==> src/rtl/core/b64d_pkg.sv <==
// ----------------------------------------------------------------------------
// b64d_pkg
// Shared types and constants for the base64 stream decoder.
// ----------------------------------------------------------------------------
package b64d_pkg;

  // Depth of the command queue between the front and the back part.
  localparam int QUEUE_DEPTH = 2;

  localparam logic [7:0] PAD_CHAR = 8'h3D;

  // One command: every result caused by one accepted character.
  typedef struct packed {
    logic [2:0][7:0] bytes;    // result bytes in output order
    logic [1:0]      last;     // index of the final result of this command
    logic            is_byte;  // results carry decoded bytes
    logic            err;      // decode error flag for every result
    logic            done;     // final result closes the text
  } cmd_t;

endpackage

==> src/rtl/core/b64d_front.sv <==
// ----------------------------------------------------------------------------
// b64d_front
// Accepts characters, maps them to sextets, assembles groups and turns each
// character that completes a group or ends the text into one command.
// ----------------------------------------------------------------------------
module b64d_front (
  input  logic              clk,
  input  logic              rst,
  input  logic              accept,
  input  logic [7:0]        text_char,
  input  logic              end_of_text,
  output logic              cmd_push,
  output b64d_pkg::cmd_t    cmd
);

  typedef struct packed {
    logic       ok;
    logic [5:0] val;
  } char_map_t;

  function automatic char_map_t map_char(input logic [7:0] c);
    char_map_t m;
    m.ok  = 1'b1;
    m.val = 6'd0;
    if (c >= 8'h41 && c <= 8'h5A) begin
      m.val = 6'(c - 8'h41);
    end else if (c >= 8'h61 && c <= 8'h7A) begin
      m.val = 6'(c - 8'h61 + 8'd26);
    end else if (c >= 8'h30 && c <= 8'h39) begin
      m.val = 6'(c - 8'h30 + 8'd52);
    end else if (c == 8'h2B) begin
      m.val = 6'd62;
    end else if (c == 8'h2F) begin
      m.val = 6'd63;
    end else if (c != b64d_pkg::PAD_CHAR) begin
      m.ok = 1'b0;
    end
    return m;
  endfunction

  logic [1:0]  pos, pos_next;
  logic [17:0] held, held_next;
  logic        inv, inv_next;
  logic        pad3, pad3_next;
  logic        halted, halted_next;

  char_map_t   cm;
  logic        is_pad;
  logic [7:0]  b0, b1, b2;

  assign cm     = map_char(text_char);
  assign is_pad = (text_char == b64d_pkg::PAD_CHAR);
  assign b0     = {held[17:12], held[11:10]};
  assign b1     = {held[9:6], held[5:2]};
  assign b2     = {held[1:0], cm.val};

  always_comb begin
    pos_next    = pos;
    held_next   = held;
    inv_next    = inv;
    pad3_next   = pad3;
    halted_next = halted;
    cmd_push    = 1'b0;
    cmd         = '0;

    if (accept) begin
      if (!halted) begin
        if (pos != 2'd3) begin
          if (!cm.ok) begin
            inv_next = 1'b1;
          end
          if (pos == 2'd2) begin
            pad3_next = is_pad;
          end
          held_next = {held[11:0], cm.val};
          pos_next  = pos + 2'd1;
        end else begin
          cmd_push = 1'b1;
          if (inv || !cm.ok) begin
            cmd.err     = 1'b1;
            halted_next = 1'b1;
          end else begin
            // Compact the bytes: skip the second one after a padded third char.
            cmd.is_byte  = 1'b1;
            cmd.bytes[0] = b0;
            cmd.bytes[1] = pad3 ? b2 : b1;
            cmd.bytes[2] = b2;
            if (pad3) begin
              cmd.last = is_pad ? 2'd0 : 2'd1;
            end else begin
              cmd.last = is_pad ? 2'd1 : 2'd2;
            end
          end
          pos_next  = 2'd0;
          held_next = '0;
          inv_next  = 1'b0;
          pad3_next = 1'b0;
        end
      end

      if (end_of_text) begin
        if (!cmd_push) begin
          // End marker carries the halt status of the text.
          cmd_push = 1'b1;
          cmd.err  = halted;
        end
        cmd.done    = 1'b1;
        pos_next    = 2'd0;
        held_next   = '0;
        inv_next    = 1'b0;
        pad3_next   = 1'b0;
        halted_next = 1'b0;
      end
    end
  end

  always_ff @(posedge clk) begin
    if (rst) begin
      pos    <= 2'd0;
      held   <= '0;
      inv    <= 1'b0;
      pad3   <= 1'b0;
      halted <= 1'b0;
    end else begin
      pos    <= pos_next;
      held   <= held_next;
      inv    <= inv_next;
      pad3   <= pad3_next;
      halted <= halted_next;
    end
  end

`ifndef SYNTHESIS
  a_halt_holds_empty_group: assert property (@(posedge clk) disable iff (rst)
    halted |-> (pos == 2'd0 && !inv))
    else $error("halted with a partial group held");

  a_eot_clears: assert property (@(posedge clk) disable iff (rst)
    (accept && end_of_text) |=> (!halted && pos == 2'd0))
    else $error("end of text did not clear decoder state");
`endif

endmodule

==> src/rtl/core/b64d_cmdq.sv <==
// ----------------------------------------------------------------------------
// b64d_cmdq
// Short register queue of commands between the front and the back part.
// ----------------------------------------------------------------------------
module b64d_cmdq #(
  parameter int DEPTH = b64d_pkg::QUEUE_DEPTH
) (
  input  logic           clk,
  input  logic           rst,
  input  logic           push,
  input  b64d_pkg::cmd_t din,
  output logic           full,
  input  logic           pop,
  output b64d_pkg::cmd_t dout,
  output logic           empty
);

  localparam int PW = (DEPTH > 1) ? $clog2(DEPTH) : 1;
  localparam int CW = $clog2(DEPTH + 1);
  localparam logic [PW-1:0] LAST_PTR = PW'(DEPTH - 1);
  localparam logic [CW-1:0] FULL_CNT = CW'(DEPTH);

  b64d_pkg::cmd_t slots [DEPTH];
  logic [PW-1:0]  wr_ptr, wr_ptr_next;
  logic [PW-1:0]  rd_ptr, rd_ptr_next;
  logic [CW-1:0]  count, count_next;
  logic           do_push, do_pop;

  assign full    = (count == FULL_CNT);
  assign empty   = (count == '0);
  assign do_push = push && !full;
  assign do_pop  = pop && !empty;
  assign dout    = slots[rd_ptr];

  always_comb begin
    wr_ptr_next = wr_ptr;
    rd_ptr_next = rd_ptr;
    count_next  = count;
    if (do_push) begin
      wr_ptr_next = (wr_ptr == LAST_PTR) ? '0 : wr_ptr + 1'b1;
    end
    if (do_pop) begin
      rd_ptr_next = (rd_ptr == LAST_PTR) ? '0 : rd_ptr + 1'b1;
    end
    if (do_push && !do_pop) begin
      count_next = count + 1'b1;
    end else if (do_pop && !do_push) begin
      count_next = count - 1'b1;
    end
  end

  always_ff @(posedge clk) begin
    if (rst) begin
      wr_ptr <= '0;
      rd_ptr <= '0;
      count  <= '0;
    end else begin
      wr_ptr <= wr_ptr_next;
      rd_ptr <= rd_ptr_next;
      count  <= count_next;
    end
  end

  always_ff @(posedge clk) begin
    if (do_push) begin
      slots[wr_ptr] <= din;
    end
  end

`ifndef SYNTHESIS
  a_no_push_when_full: assert property (@(posedge clk) disable iff (rst)
    full |-> !push)
    else $error("command pushed into a full queue");

  a_count_bound: assert property (@(posedge clk) disable iff (rst)
    count <= FULL_CNT)
    else $error("queue count out of range");
`endif

endmodule

==> src/rtl/core/b64d_back.sv <==
// ----------------------------------------------------------------------------
// b64d_back
// Expands the command at the queue head into its results, one per pop.
// ----------------------------------------------------------------------------
module b64d_back (
  input  logic           clk,
  input  logic           rst,
  input  b64d_pkg::cmd_t head,
  input  logic           head_empty,
  output logic           head_pop,
  input  logic           pop,
  output logic           empty,
  output logic [7:0]     byte_value,
  output logic           byte_valid,
  output logic           run_last,
  output logic           text_done,
  output logic           decode_error
);

  logic [1:0] idx, idx_next;
  logic       at_last;

  assign at_last      = (idx == head.last);
  assign empty        = head_empty;
  assign byte_value   = head.bytes[idx];
  assign byte_valid   = head.is_byte;
  assign run_last     = at_last;
  assign text_done    = head.done && at_last;
  assign decode_error = head.err;

  always_comb begin
    head_pop = 1'b0;
    idx_next = idx;
    if (pop && !head_empty) begin
      if (at_last) begin
        head_pop = 1'b1;
        idx_next = 2'd0;
      end else begin
        idx_next = idx + 2'd1;
      end
    end
  end

  always_ff @(posedge clk) begin
    if (rst) begin
      idx <= 2'd0;
    end else begin
      idx <= idx_next;
    end
  end

`ifndef SYNTHESIS
  a_idx_in_range: assert property (@(posedge clk) disable iff (rst)
    !head_empty |-> (idx <= head.last))
    else $error("result index past end of command");
`endif

endmodule

==> src/rtl/core/base64_stream_decoder.sv <==
// ----------------------------------------------------------------------------
// base64_stream_decoder
// Streaming base64 decoder: characters in, decoded bytes and markers out.
// ----------------------------------------------------------------------------
// One character is taken per cycle while full is low. Each character gives
// zero to three results; the first can be popped on the cycle after the
// character is taken, and the back part hands out one result per cycle
// while pop is high, so a complete unpadded group gives three bytes. full
// rises when the QUEUE_DEPTH-entry command queue between the front and the
// back part is full: when the result side stalls, or when a character that
// completes a group is closely followed by characters that give results of
// their own, since the back part frees a command only after its last result.
// ----------------------------------------------------------------------------
module base64_stream_decoder #(
  parameter int QUEUE_DEPTH = b64d_pkg::QUEUE_DEPTH
) (
  input  logic       clk,
  input  logic       rst,
  input  logic       push,
  output logic       full,
  input  logic [7:0] text_char,
  input  logic       end_of_text,
  output logic       empty,
  input  logic       pop,
  output logic [7:0] byte_value,
  output logic       byte_valid,
  output logic       run_last,
  output logic       text_done,
  output logic       decode_error
);

  b64d_pkg::cmd_t cmd, head;
  logic           cmd_push, q_full, q_empty, head_pop;

  assign full = q_full;

  b64d_front u_front (
    .clk         (clk),
    .rst         (rst),
    .accept      (push && !q_full),
    .text_char   (text_char),
    .end_of_text (end_of_text),
    .cmd_push    (cmd_push),
    .cmd         (cmd)
  );

  b64d_cmdq #(
    .DEPTH (QUEUE_DEPTH)
  ) u_cmdq (
    .clk   (clk),
    .rst   (rst),
    .push  (cmd_push),
    .din   (cmd),
    .full  (q_full),
    .pop   (head_pop),
    .dout  (head),
    .empty (q_empty)
  );

  b64d_back u_back (
    .clk          (clk),
    .rst          (rst),
    .head         (head),
    .head_empty   (q_empty),
    .head_pop     (head_pop),
    .pop          (pop),
    .empty        (empty),
    .byte_value   (byte_value),
    .byte_valid   (byte_valid),
    .run_last     (run_last),
    .text_done    (text_done),
    .decode_error (decode_error)
  );

endmodule

==> config.mk <==
export PLATFORM = sky130hd
export DESIGN_NAME = base64_stream_decoder
export DESIGN_NICKNAME = d
export VERILOG_FILES = /design/src/rtl/core/b64d_pkg.sv /design/src/rtl/core/b64d_front.sv /design/src/rtl/core/b64d_cmdq.sv /design/src/rtl/core/b64d_back.sv /design/src/rtl/core/base64_stream_decoder.sv
export SDC_FILE = /design/constraint.sdc
export NUM_CORES = 1
export LEC_CHECK = 0
export ABC_AREA = 1
export BUFFER_PORTS_ARGS = -buffer_cell sky130_fd_sc_hd__clkbuf_2
export CAP_MARGIN = 25
export CORE_ASPECT_RATIO = 0.6
export CORE_MARGIN = 3
export CORE_UTILIZATION = 60
export CTS_BUF_LIST = sky130_fd_sc_hd__clkbuf_4 sky130_fd_sc_hd__clkbuf_8
export DETAILED_ROUTE_END_ITERATION = 8
export GPL_TIMING_DRIVEN = 0
export PLACE_DENSITY = 0.83
export SETUP_SLACK_MARGIN = 0.02
export SYNTH_ARGS = -nofsm -noshare
export SYNTH_HDL_FRONTEND = slang
export SYNTH_HIERARCHICAL = 1
export SYNTH_SLANG_ARGS = --single-unit
==> constraint.sdc <==
create_clock -name clk -period 3.6 [get_ports clk]
set_input_delay 0.36 -clock clk [delete_from_list [all_inputs] [get_ports clk]]
set_output_delay 0.36 -clock clk [all_outputs]
set_load 0.01 [all_outputs]
# After elaboration in Yosys (flattened, before gate mapping)

Memory sizes are Yosys's and may differ from the RTL's. A register that Yosys moved wholly into a read port is not among the register bits.
Cells that the tools add are included.

Bits in writable memories: 58
Input bits: 13
ROM bits: 0
Memories kept: 1
Output and inout bits: 14
Bits in latches: 0
Flip-flop bits (word level): 29

Memories:

| memory       | depth | width | read ports | clocked after memory_dff | write ports | line            | text |
|---|---|---|---|---|---|---|---|
| u_cmdq.slots | 2     | 29    | 1          | 1                        | 1           | b64d_cmdq.sv:23 | `b64d_pkg::cmd_t slots [DEPTH];` |

$mul: 0
$lt $le $gt $ge: 7
Shift operators: 0
Multiplexer cells: 57
Div/mod/pow operators: 0
Reduce and logical (&&, ||, !) cells: 21
Equality and inequality tests: 11
$add $sub $neg: 11
Bitwise logic cells: 0

Operator list:

| cell                                                                                 | number |
|---|---|
| 28-bit two-way mux                                                                   | 2 |
| 18-bit two-way mux                                                                   | 3 |
| 1-bit two-way mux                                                                    | 33 |
| 6-bit two-way mux                                                                    | 5 |
| 29-bit two-way mux                                                                   | 1 |
| 27-bit two-way mux                                                                   | 1 |
| 8-bit by 6-bit equality test with 1-bit output (second input constant)               | 3 |
| 2-bit two-way mux                                                                    | 9 |
| 8-bit binary-select mux with 2-bit select                                            | 1 |
| 8-bit by 7-bit greater-or-equal comparator with 1-bit output (second input constant) | 2 |
| 8-bit by 7-bit <= comparator with 1-bit output (second input constant)               | 2 |
| 8-bit two-way mux                                                                    | 2 |
| 6-bit subtractor (second input constant)                                             | 2 |
| 1-bit logical AND                                                                    | 10 |
| 8-bit by 6-bit greater-or-equal comparator with 1-bit output (second input constant) | 1 |
| 8-bit by 6-bit <= comparator with 1-bit output (second input constant)               | 1 |
| 8-bit by 6-bit inequality test with 1-bit output (second input constant)             | 1 |
| 2-bit by 1-bit adder with 2-bit output (second input constant)                       | 3 |
| 6-bit by 5-bit adder with 6-bit output (second input constant)                       | 1 |
| 6-bit adder (second input constant)                                                  | 1 |
| 3-bit inequality test (second input constant)                                        | 2 |
| 3-bit AND reduction                                                                  | 2 |
| 6-bit by 1-bit subtractor with 6-bit output (second input constant)                  | 1 |
| 1-bit zero test                                                                      | 5 |
| 10 further kinds                                                                     | 13 |

# Logic depth before layout (Yosys ltp)

Depth in word-level cells: 15
Depth in mapped cells: 16
Mapped depth without buffers: 16

# By module

The synthesis kept the hierarchy.

Modules (own cells, without submodules):

| module                | instances | area an instance (um2) | cells an instance |
|---|---|---|---|
| b64d_cmdq             | 1         | 2379.8                 | 127 |
| b64d_front            | 1         | 2025.7                 | 318 |
| b64d_back             | 1         | 372.9                  | 67 |
| base64_stream_decoder | 1         | 10.0                   | 2 |

# Worst setup path before layout

No wires, ideal clock.

Path kind: register to register
From: reg u_cmdq.count[0]
To: mem u_cmdq/slots[1][0] (netlist name), enable pin
Data required time: 3.185 ns
Path slack: 0.745 ns
Cell stages (with the launch flop): 9
Arrival time: 2.440 ns
Library setup time: 0.415 ns
Path through: dfxtp_1 nor2_1 nor2_2 nand2_1 nand2_1 inv_1 nor2_1 o21ai_2 nor2_1

Word-level cells in the longest chain between the ends: 7

RTL lines:

| element                                 | line                        | text |
|---|---|---|
| start: declaration                      | b64d_cmdq.sv:26             | `logic [CW-1:0] count, count_next;` |
| start signal: assignment                | b64d_cmdq.sv:60             | `count <= count_next;` |
| 2-bit equality test                     | b64d_cmdq.sv:29             | `assign full = (count == FULL_CNT);` |
| named net full                          | base64_stream_decoder.sv:20 | `output logic full,` |
| 1-bit zero test                         | base64_stream_decoder.sv:40 | `.accept (push && !q_full),` |
| 1-bit logical AND                       | base64_stream_decoder.sv:40 |  |
| 1-bit two-way mux                       | b64d_front.sv:66            | `if (accept) begin` |
| named net cmd_push                      | base64_stream_decoder.sv:33 | `logic cmd_push, q_full, q_empty, head_pop;` |
| 1-bit logical AND                       | b64d_cmdq.sv:31             | `assign do_push = push && !full;` |
| 1-bit two-way mux                       | b64d_cmdq.sv:65             | `if (do_push) begin` |
| 1-bit two-way mux (not written as such) | b64d_cmdq.sv:66             | `slots[wr_ptr] <= din;` |
| end: declaration                        | b64d_cmdq.sv:23             |  |

The timed path passes the listed nets, and every way through them passes these cells.

# Worst setup path in the final report

From: reg u_cmdq.count[0]
To: mem u_cmdq/slots[0][22] (netlist name), enable pin

Word-level cells in the longest chain between the ends: 7

RTL lines:

| element                                 | line |
|---|---|
| 2-bit equality test                     | b64d_cmdq.sv:29 |
| 1-bit zero test                         | base64_stream_decoder.sv:40 |
| 1-bit logical AND                       | base64_stream_decoder.sv:40 |
| 1-bit two-way mux                       | b64d_front.sv:66 |
| named net cmd_push                      | base64_stream_decoder.sv:33 |
| 1-bit logical AND                       | b64d_cmdq.sv:31 |
| 1-bit two-way mux                       | b64d_cmdq.sv:65 |
| 1-bit two-way mux (not written as such) | b64d_cmdq.sv:66 |

The timed path passes the listed nets, and every way through them passes these cells.

==> impl_metrics.toml <==
[clocking]
clock_path_buffers = 2
clock_latency_ns = 0.36
clock_buffer_count_from_cts = 9
cts_num_sinks = 88
ctsHtreeMaxLevel = 3
clock-root-buffer = "sky130_fd_sc_hd__clkbuf_8"
cts_tree = "done"
cts.reportedPaths.clkPinSlew_ns = 0.08
postCtsSetupBuffers = 0
holdBufCountCts = 0
post_cts_resized = 0

[placement]
postPlaceCellArea_sq_mm = 0.00505
setup_slack_after_placement_ns = 0.987
numPortBuffers = 24
dp_hpwl_mm = 7.71
place_congestion = 0.948
post-place-cells = 642

[sta]
timing.final.setup_violations = 0
timing.slew.headroom_pct = 40.3
final.setup.tns_ns = 0
rsz0062_at_grt = "false"
max_freq_mhz = 384
final.period_utilization_pct = 72.3
layout_min_cycle_time_ns = 2.60
finalMaxSlewViolations = 0
worstMarginPinSlew_ns = 0.893
final.setup_skew_ns = 0.00772
final_critical_path_setup_slack_ns = 0.998
finalHoldViolations = 0

[floorplanning]
die-height_um = 75.2
rows = 24
boundaryPins = 27
core_region_area_sq_mm = 0.00751
floorplan.die_area_sq_mm = 0.00912
floorplan.initialDensity_pct = 63.8
floorplan_die_width_um = 121

[pwr]
power.share.sequential_pct = 51.8
power_density_mw_per_mm2 = 433
comb_power_share_pct = 18.5
switchingPower_mw = 0.655
p_clk_share_pct = 29.7
cell_internal_pwr_mw = 1.62
vdd_drop_max_uv = 227
power_switching_share_pct = 28.8
power.leakage_nw = 2.14

[yosys]
ys_top_cells_by_area = "sky130_fd_sc_hd__edfxtp_1 36%, sky130_fd_sc_hd__dfxtp_1 13%, sky130_fd_sc_hd__nand2_1 7.2%"
ys_ff_latch = 88
synth_top_cell_area_share_pct = 36.4
synth_compound_gate_area_share_pct = 7.87
yosys_warnings = 6
synth_top_family_by_area = "simple AND/OR/NAND/NOR gates"
syn_nets = 540
yosysTopAreaCell = "sky130_fd_sc_hd__edfxtp_1"
synth_fa_ha_area_share_pct = 3.40
syn_inst = 514
synth_area_per_cell_sq_um = 9.32
synth-simple-area-share_pct = 22.4
synthMuxAreaShare_pct = 7.60
synthesis.area_sq_mm = 0.00479
yosys.area_share.xor_xnor_pct = 1.10
seq_area_frac_synth_pct = 48.9
synthDistinctLibCells = 38

[layout]
post_layout_nonfiller_instances = 658
syn2layout_area_growth_pct = 9.62
layout.nets = 575
final_area_sq_mm = 0.00525
final_layout_size_suffix_gt1_share_pct = 22.4
insertedDiodeCount = 0
fin_util_pct = 69.9

[critical_path]
worst-endpoint-arrival_ns = 2.59
path_class = "flop to flop"
critical_path.slowest_cell = "sky130_fd_sc_hd__nor2_4"
critical_path_buf_inv_count = 1
crit_path_max_fanout = 29
cpPeakStageDelay_ns = 0.70
worst_path_dominant_cell_family = "simple AND/OR/NAND/NOR gates"
path_cells = "nor2_1 -> nor2_2 -> nand2_1 -> nand2_1 -> inv_1 -> nor2_1 -> o21ai_2 -> nor2_4"
start_kind = "flop"
critical_path_required_ns = 3.59
setup_crit_end_kind = "flop"

[routing]
detail_route.vias_per_cell = 5.54
final_antenna_net_count = 0
drt_first_iter_violations = 435
finalWirelength_mm = 10.5
drc_errors = 0
avgRoutedWirePerCell_um = 15.9
detailroute.via_count = 3644
1st_pass_router_iterations = 5

[global_routing]
global_route_wire_length_before_repair_mm = 16.5
grt_antenna_before_repair = 0
groute.usage.overall_pct = 24.0
grt_overflow_total = 0
grt_pass1_vias = 3278
grt_start_max_net_pins = 30

[outcome]
status = "finished, final reports clean"

[hold_path]
type_of_the_most_critical_hold_path = "primary input to flop"

[flow_run]
count_of_max_cap_constraint_violations = 0
## registers in the layout, summed over array words and instances, names as in the netlist, named ones only
register,cells
u_back/idx,2
u_cmdq/count,2
u_cmdq/rd_ptr,1
u_cmdq/slots,58
u_cmdq/wr_ptr,1
u_front/halted,1
u_front/held,18
u_front/inv,1
u_front/pad3,1
u_front/pos,2
## final timing paths
kind / from / to / slack, ns / cells past startpoint
max: u_cmdq/count[0] / u_cmdq/slots[0][22] / 1.0 / 8
min: end_of_text / u_front/pos[1] / 0.34 / 4
max reg2reg: u_cmdq/count[0] / u_cmdq/slots[0][22] / 1.0 / 8
min reg2reg: u_front/held[2] / u_front/held[2] / 0.47 / 2
## cell usage after synthesis
cell type,number
sky130_fd_sc_hd__nand2_1,92
sky130_fd_sc_hd__nor2_1,62
sky130_fd_sc_hd__edfxtp_1,58
sky130_fd_sc_hd__inv_1,58
sky130_fd_sc_hd__nand3_1,32
sky130_fd_sc_hd__dfxtp_1,30
sky130_fd_sc_hd__o21ai_0,29
sky130_fd_sc_hd__mux2_2,19
sky130_fd_sc_hd__a21oi_1,16
sky130_fd_sc_hd__ha_1,13
sky130_fd_sc_hd__a211oi_1,11
sky130_fd_sc_hd__mux2_4,10
sky130_fd_sc_hd__nor2_4,10
sky130_fd_sc_hd__nand2_2,7
sky130_fd_sc_hd__buf_4,6
sky130_fd_sc_hd__buf_6,6
sky130_fd_sc_hd__clkbuf_1,6
sky130_fd_sc_hd__nor2_2,6
sky130_fd_sc_hd__inv_2,5
sky130_fd_sc_hd__nand2_4,5
sky130_fd_sc_hd__and3_1,4
sky130_fd_sc_hd__nand4_1,4
sky130_fd_sc_hd__o21ai_1,4
sky130_fd_sc_hd__xor2_1,4
sky130_fd_sc_hd__inv_4,2
sky130_fd_sc_hd__nor3_1,2
sky130_fd_sc_hd__xnor2_1,2
sky130_fd_sc_hd__a21oi_2,1
sky130_fd_sc_hd__a21oi_4,1
sky130_fd_sc_hd__a31oi_1,1
sky130_fd_sc_hd__and2_1,1
sky130_fd_sc_hd__buf_12,1
sky130_fd_sc_hd__buf_2,1
sky130_fd_sc_hd__clkinv_4,1
sky130_fd_sc_hd__nand3_2,1
sky130_fd_sc_hd__nand3b_1,1
sky130_fd_sc_hd__o21ai_2,1
sky130_fd_sc_hd__o41ai_1,1
## final cells by class
type,instances,area [sq um]
flip-flops and latches,88,2340
fillers,565,2260
multi-input cells,340,2040
inverters,66,258
plain buffers,20,160
well taps,104,130
clock buffers,9,124
repair buffers,24,120
clock inverters,7,71.3
## cells by family after synthesis
group	count (synthesis)
AO/OA/AOI/OAI	65
XOR/XNOR	6
adder cells (fa/ha/maj)	13
buffers and inverters	86
flip-flops	88
multiplexers	29
AND/OR/NAND/NOR	227
## layer usage
| layer | up-vias | part of all wire [%] | GRT usage, % |
|---|---|---|---|
| li1 | 1768 | - | - |
| met1 | 1706 | 48 | 35.3 |
| met2 | 154 | 42 | 36.5 |
| met3 | 16 | 8.6 | 6.08 |
| met4 | 0 | 1.1 | 4.60 |
| met5 | - | 0 | 0 |
## through the flow
stage               power, mW  hold slack [ns]
floorplan                1.49            0.437
global placement         1.60            0.454
detailed placement       1.62            0.456
CTS                      2.28            0.324
global route             2.37            0.335
finish                   2.27            0.335
## layout by cell type (no fill, tap or decap), types with 2 or more instances in the layout
cell / synthesis / layout
sky130_fd_sc_hd__clkinv_4: 1 / 2
sky130_fd_sc_hd__xor2_1: 4 / 4
sky130_fd_sc_hd__nand2_4: 5 / 5
sky130_fd_sc_hd__xnor2_1: 2 / 2
sky130_fd_sc_hd__clkinvlp_4: 0 / 2
sky130_fd_sc_hd__buf_6: 6 / 6
sky130_fd_sc_hd__inv_4: 2 / 2
sky130_fd_sc_hd__and3_1: 4 / 4
sky130_fd_sc_hd__nor3_1: 2 / 2
sky130_fd_sc_hd__a21oi_1: 16 / 16
sky130_fd_sc_hd__nand2_1: 92 / 92
sky130_fd_sc_hd__clkbuf_2: 0 / 24
sky130_fd_sc_hd__dfxtp_1: 30 / 30
sky130_fd_sc_hd__nand4_1: 4 / 4
sky130_fd_sc_hd__mux2_2: 19 / 19
sky130_fd_sc_hd__ha_1: 13 / 13
sky130_fd_sc_hd__nor2_4: 10 / 12
sky130_fd_sc_hd__nand2_2: 7 / 7
sky130_fd_sc_hd__o21ai_1: 4 / 4
sky130_fd_sc_hd__nor2_1: 62 / 60
sky130_fd_sc_hd__nand3_1: 32 / 32
sky130_fd_sc_hd__o21ai_0: 29 / 29
sky130_fd_sc_hd__clkbuf_1: 6 / 6
sky130_fd_sc_hd__inv_2: 5 / 5
sky130_fd_sc_hd__a211oi_1: 11 / 11
sky130_fd_sc_hd__clkbuf_8: 0 / 9
sky130_fd_sc_hd__nor2_2: 6 / 6
sky130_fd_sc_hd__buf_4: 6 / 6
sky130_fd_sc_hd__mux2_4: 10 / 10
sky130_fd_sc_hd__edfxtp_1: 58 / 58
sky130_fd_sc_hd__inv_1: 58 / 58
## power groups by stage
stage / Clock, mW / Combinational [mW] / Sequential [mW]
4_1_cts: 0.684 / 0.419 / 1.18
5_1_grt: 0.727 / 0.462 / 1.18
3_3_place_gp: 0 / 0.399 / 1.20
3_5_place_dp: 0 / 0.416 / 1.20
6_report: 0.673 / 0.421 / 1.18
2_1_floorplan: 0 / 0.297 / 1.19
## worst reg2reg max path, delay by kind of cell (launching register included)
family / cells / cell delay [ns]
buffers and inverters: 1 / 0.13
flip-flops: 1 / 0.46
AO/OA/AOI/OAI: 1 / 0.14
AND/OR/NAND/NOR: 6 / 1.48
Power figures use the tool's default switching activity.
